===== src/rtl/vn2d_pkg.sv =====
// ----------------------------------------------------------------------------
// vn2d_pkg: shared types and constants for the 2-D value noise pipeline
// Holds the coordinate format, the hash constants and the stage enable type.
// ----------------------------------------------------------------------------
package vn2d_pkg;

  // Fraction bits of the input coordinates (valid range 8 to 24).
  localparam int FRAC_BITS = 16;
  localparam logic [31:0] FRAC_MASK = 32'((64'd1 << FRAC_BITS) - 64'd1);

  // Integer noise hash constants.
  localparam logic [31:0] HASH_ROW  = 32'd57;
  localparam logic [31:0] HASH_MUL  = 32'd15731;
  localparam logic [31:0] HASH_ADD1 = 32'd789221;
  localparam logic [31:0] HASH_ADD2 = 32'd1376312589;

  // 1.0 in Q16 and the smoothstep constant 3.0 in Q16.
  localparam logic [17:0] ONE_Q16   = 18'd65536;
  localparam logic [17:0] THREE_Q16 = 18'd196608;

  // Load enables of the first four pipeline stages, shared with the corner units.
  typedef struct packed {
    logic s1;
    logic s2;
    logic s3;
    logic s4;
  } vn2d_en_t;

  // Converts the fraction bits of a coordinate to a Q16 fraction.
  function automatic logic [15:0] to_q16(input logic [31:0] c);
    logic [47:0] w;
    w = {16'd0, c & FRAC_MASK} << 16;
    w = w >> FRAC_BITS;
    return w[15:0];
  endfunction

endpackage


===== src/rtl/vn2d_corner.sv =====
// ----------------------------------------------------------------------------
// vn2d_corner: pipelined lattice corner hash
// Hashes one integer lattice corner over four stages and maps it to Q16.
// ----------------------------------------------------------------------------
module vn2d_corner (
  input  logic                clk,
  input  vn2d_pkg::vn2d_en_t  en,
  input  logic [31:0]         cx,
  input  logic [31:0]         cy,
  output logic signed [17:0]  corner_val
);
  import vn2d_pkg::*;

  logic [31:0] n1;
  logic [31:0] n2;
  logic [31:0] n3;
  logic [31:0] nn;
  logic [31:0] p;
  logic [31:0] q;
  logic [31:0] seed;

  assign seed = cx + 32'(cy * HASH_ROW);
  assign q    = 32'(n3 * p) + HASH_ADD2;

  always_ff @(posedge clk) begin
    if (en.s1) begin
      n1 <= (seed << 13) ^ seed;
    end
    if (en.s2) begin
      n2 <= n1;
      nn <= 32'(n1 * n1);
    end
    if (en.s3) begin
      n3 <= n2;
      p  <= 32'(nn * HASH_MUL) + HASH_ADD1;
    end
    if (en.s4) begin
      // The top bit is masked off, so q >> 14 uses bits 30 to 14.
      corner_val <= $signed(ONE_Q16 - {1'b0, q[30:14]});
    end
  end

endmodule


===== config.mk =====
export PLATFORM = sky130hd
export DESIGN_NAME = vn2d_corner
export DESIGN_NICKNAME = d
export VERILOG_FILES = /design/src/rtl/vn2d_pkg.sv /design/src/rtl/vn2d_corner.sv
export SDC_FILE = /design/constraint.sdc
export NUM_CORES = 2
export LEC_CHECK = 0
export BUFFER_PORTS_ARGS = -buffer_cell sky130_fd_sc_hd__buf_2
export CORE_UTILIZATION = 45
export CTS_BUF_LIST = sky130_fd_sc_hd__clkbuf_8
export CTS_CLUSTER_DIAMETER = 120
export CTS_CLUSTER_SIZE = 28
export DETAILED_ROUTE_END_ITERATION = 12
export HOLD_SLACK_MARGIN = 0.03
export PLACE_DENSITY = 0.71
export SLEW_MARGIN = 30
export SYNTH_ARGS = -nofsm -noshare
export SYNTH_HDL_FRONTEND = slang
export SYNTH_SLANG_ARGS = --single-unit

===== constraint.sdc =====
create_clock -name clk -period 7.85 [get_ports clk]
set_clock_uncertainty 0.05 [all_clocks]
set_input_delay 0.785 -clock clk [delete_from_list [all_inputs] [get_ports clk]]
set_output_delay 0.785 -clock clk [all_outputs]
set_load 0.02 [all_outputs]

After elaboration in Yosys (flattened, before gate mapping)
Index checks and enable logic that the tools add are counted.

storage, ports and cells
  bits in registers = 178
  latch bits = 0
  memory bits (writable) = 0
  memory bits (read-only) = 0
  input bits = 69
  output and inout bits = 18
  logic and storage cells = 15
  memories = 0

cells by class
  $add $sub $neg = 4
  multipliers = 4
  divide/modulo/power cells = 0
  order comparisons = 0
  equal/unequal tests = 0
  shift-type cells = 0
  multiplexer cells = 0
  bitwise gates (word level) = 1
  reduce and logical (&&, ||, !) cells = 0

operator list
  cell                                                                    number
  32-bit by 20-bit adder with 32-bit output (second input constant)       1
  32-bit adder                                                            1
  32-bit by 14-bit multiplier with 32-bit output (second input constant)  1
  32-bit by 32-bit multiplier with 31-bit output                          1
  32-bit by 32-bit multiplier with 32-bit output                          1
  32-bit by 6-bit multiplier with 32-bit output (second input constant)   1
  32-bit bitwise XOR                                                      1
  31-bit adder (second input constant)                                    1
  17-bit by 17-bit subtractor with 18-bit output (first input constant)   1

Longest topological paths before layout
  depth after elaboration = 3
  depth in mapped cells = 29
  depth with buffers taken out = 28

Worst setup path after synthesis
OpenSTA, ideal clock, no wires.

  kind = reg2reg
  start point = reg p[4]
  end point = reg corner_val[13] (data pin)
  setup time = 0.266 ns
  data arrival time = 7.161 ns
  data required time = 7.534 ns
  setup slack = 0.373 ns
  cell stages (with the launch flop) = 25
  buffers on the path = 1
  clock period less this slack = 7.477 ns
  path through = edfxtp_1 > clkbuf_1 > and2_1 > fa_1 > fa_1 > fa_1 > inv_1 > fa_1 > inv_1 > fa_1 > fa_1 > fa_1 > inv_1 > fa_1 > inv_1 > ha_1 > a21o_1 > a21oi_1 > o21ai_0 > and2_1 > o41ai_1 > o22ai_1 > or3_1 > a221o_1 > xnor2_1

on the way
  cells in the longest elaborated chain, start to end = 3

RTL lines
  element                                         RTL line           RTL
  start, declared                                 vn2d_corner.sv:18  logic [31:0] p;
  start signal, assigned                          vn2d_corner.sv:35  p <= 32'(nn * HASH_MUL) + HASH_ADD1;
  32-bit by 32-bit multiplier with 31-bit output  vn2d_corner.sv:23  assign q = 32'(n3 * p) + HASH_ADD2;
  31-bit adder                                    vn2d_corner.sv:23
  17-bit by 17-bit subtractor with 18-bit output  vn2d_corner.sv:39  corner_val <= $signed(ONE_Q16 - {1'b0, q[30:14]});
  end signal, assigned                            vn2d_corner.sv:39
  end, declared                                   vn2d_corner.sv:10  output logic signed [17:0] corner_val

Every way passes these cells.
A chain may end at the register's enable or synchronous reset.

Worst setup path after layout
  start point = reg p[5]
  end point = reg corner_val[13] (data pin)

The elaborated chain is that of the path after synthesis.

==> summary.txt <==
Setup path
  – Worst Path Required: 8.14 ns
  – CP endpoint kind: flop
  – Slowest stage cell, crit path: edfxtp_1
  – Crit Path Max Fanout: 5
  – CP Launch Type: flop
  – Crit-path cells: buf_6 > and2_1 > fa_1 > fa_1 > inv_1 > fa_1 > fa_1 > inv_1 > ha_1 > fa_1 > fa_1 > fa_1 > ha_4 > and3_1 > o2111ai_2 > o211a_4 > or4_1 > o311a_2 > nand4bb_4 > or3_1 > a221o_1 > xnor2_1
  – WP data arrival: 7.99 ns
  – Most frequent CP cell: fa_1
  – Delay of the slowest critical-path stage: 0.55 ns
  – Crit Path Category: flop to flop

Logic synthesis
  – Synthesized cell area: 43500 sq um
  – Synth top area share: 43.3%
  – Number of synthesized flops with an enable pin: 170
  – #FFs+latches synth: 170
  – Top_reg_cell synth: edfxtp_1
  – Dominant cells by area after synthesis: fa_1 (43%), ha_1 (13%), edfxtp_1 (12%)
  – Synth Instances: 4374
  – Syn Area/Cell: 9.94 sq um
  – Asr flop ratio synth: 0%
  – Sequential share of the synthesized area: 11.7%
  – Netlist cell types: 68
  – Most common cell in the netlist: inv_1
  – Cell taking the most area after synthesis: fa_1
  – Syn. warnings: 0
  – Top cells by count, synth: inv_1 (1257), fa_1 (941), ha_1 (456)

Timing
  – Hold Vio Cnt, Final: 0
  – Peak Freq: 130 MHz
  – Worst setup margin: 0.153 ns
  – Worst hold slack: 0.375 ns
  – Final slew viol count: 0
  – Final setup fails: 0
  – Setup TNS Final: 0 ns
  – RSZ-0062 raised after global routing: true
  – Final period util: 98.0%
  – Max_slew headroom: 35.7%
  – Worst slew pin tran: 0.964 ns
  – Fin crit period: 7.70 ns

Detailed routing
  – Initial DRC Count: 1464
  – Drt drc: 0
  – Routed Antenna Nets: 0
  – Drt wl/cell: 16.5 microns
  – Vias per Instance: 4.95
  – Vias: 28700
  – DR pass1 iterations: 6
  – Post-Route WL: 95600 microns

GRT
  – Antenna violations before repair: 2
  – GRT Total Usage: 20.7%
  – First-pass GRT wire length: 160000 microns
  – Total gr overflow: 0
  – Number of global-route vias before repair: 31900
  – Largest net degree at the start of global routing: 62

Die
  – Height of the die: 313 microns
  – Core area: 95400 sq um
  – Starting density of the core: 45.6%
  – Num rows: 113
  – Die width: 313 microns
  – Ports: 87
  – Full die area: 97900 sq um

Placement
  – DP Cell Count: 5725
  – Port buffer count: 84
  – Hpwl dp: 82600 microns
  – Dpl ws: -0.00407 ns
  – RD Place Congestion: 0.906

Hold path
  – Worst min path class: flop to flop

CTS
  – CTS tree: yes
  – H-tree Lvls: 4
  – CTS Root Cell: clkbuf_8
  – Clock-pin slew on the worst setup and hold paths: 0.11 ns
  – Clk buf depth: 2
  – Clock buffer count from CTS: 17
  – Clk_lat worst skew: 0.60 ns
  – Total clock sinks: 170

Finish
  – Filler cell count: 8563
  – Cell Count, Final, Fillers Out: 5798
  – Area of the multi-input gates: 33500 sq um
  – Layout net count: 5984
  – Layout cells sized above 1: 7.24%
  – Synth-to-Final Area Change: 8.00%
  – Register area: 5100 sq um

Run
  – Max-cap viol count: 0

Status
  – Outcome: complete, no violations
worst max-delay path: cells and delay by family (launching register included):
family	cells	cell delay, ns
fa+ha+maj	9	4.01
compound gates	4	1.00
xor+xnor	1	0.12
buf+inv	3	0.28
simple gates	5	1.42
flops	1	0.55
timing repair:
action,in CTS,in global routing
pin swaps,0,35
endpoints found under the setup margin,1,12
hold buffers,0,0
resized for setup,0,52
setup buffers,1,38
routing by layer:
layer / GRT usage, % / vias up / part of all wire [%]
met5: 0 / - / 0
met4: 5.63 / 0 / 2.6
met3: 2.51 / 163 / 4.0
met2: 38.4 / 647 / 53
met1: 25.2 / 14700 / 41
li1: - / 13200 / -
logic make-up after synthesis:
group                      Yosys count  synth area share, %
muxes                                2               0.0460
adders and majority gates         1397                 56.4
AOI/OAI and AO/OA                  276                 4.41
DFF                                170                 11.7
buffers and inverters             1371                 11.8
xor gates and xnor gates           225                 4.63
other                                2               0.0173
and+or+nand+nor                    931                 10.9
final timing paths:
| check | start | end | slack [ns] | depth (start not counted) |
|---|---|---|---|---|
| hold reg to reg | n2[2] | n3[2] | 0.38 | 0 |
| setup reg to reg | p[5] | corner_val[13] | 0.15 | 22 |
| hold / removal | n2[2] | n3[2] | 0.38 | 0 |
| setup / recovery | p[5] | corner_val[13] | 0.15 | 22 |
cell type report:
type                       count  area share [%]
multi-input combinational   2835            71.3
sequential                   170            10.9
inverter                    1257            10.0
timing repair buffer         237            3.51
tap                         1265            3.37
clock buffer                  17           0.498
clock inverter                15           0.418
antenna                        2          0.0107
metrics by stage:
stage | utilization (%) | cell area [sq um]
after floorplan | - | 43500
after global placement | 48.2 | 46000
after detailed placement | 48.2 | 46000
after CTS | 48.6 | 46400
after global routing | 49.2 | 47000
final | 49.2 | 47000
sequential cells by signal, indices dropped and copies added, names as in the netlist:
name / count
n1: 31
p: 30
nn: 29
corner_val: 18
n3: 31
n2: 31
cells in the final DEF (no fill, tap or decap), types with 7 or more instances in the layout:
cell	netlist	layout
o21bai_1	15	15
nand3_1	17	15
and3_1	14	13
ha_4	0	8
and2_1	379	373
nand2_1	363	363
fa_1	941	933
nand4_1	8	8
nor2_1	73	72
ha_1	456	445
a21o_1	38	38
inv_1	1257	1257
o211ai_1	7	7
fa_2	0	8
xnor2_1	183	182
buf_2	1	84
xor2_1	39	39
a21oi_1	69	64
nor2b_1	11	11
a211oi_1	8	8
o21a_1	20	20
clkbuf_8	0	17
o21ai_0	43	42
nor3_1	22	21
buf_4	0	144
a211o_1	8	8
edfxtp_1	170	170
nand2b_1	8	8
or3_1	10	10
Power is not shown: default switching activity piles up to over one toggle a cycle in this logic, so the estimate is an artifact.
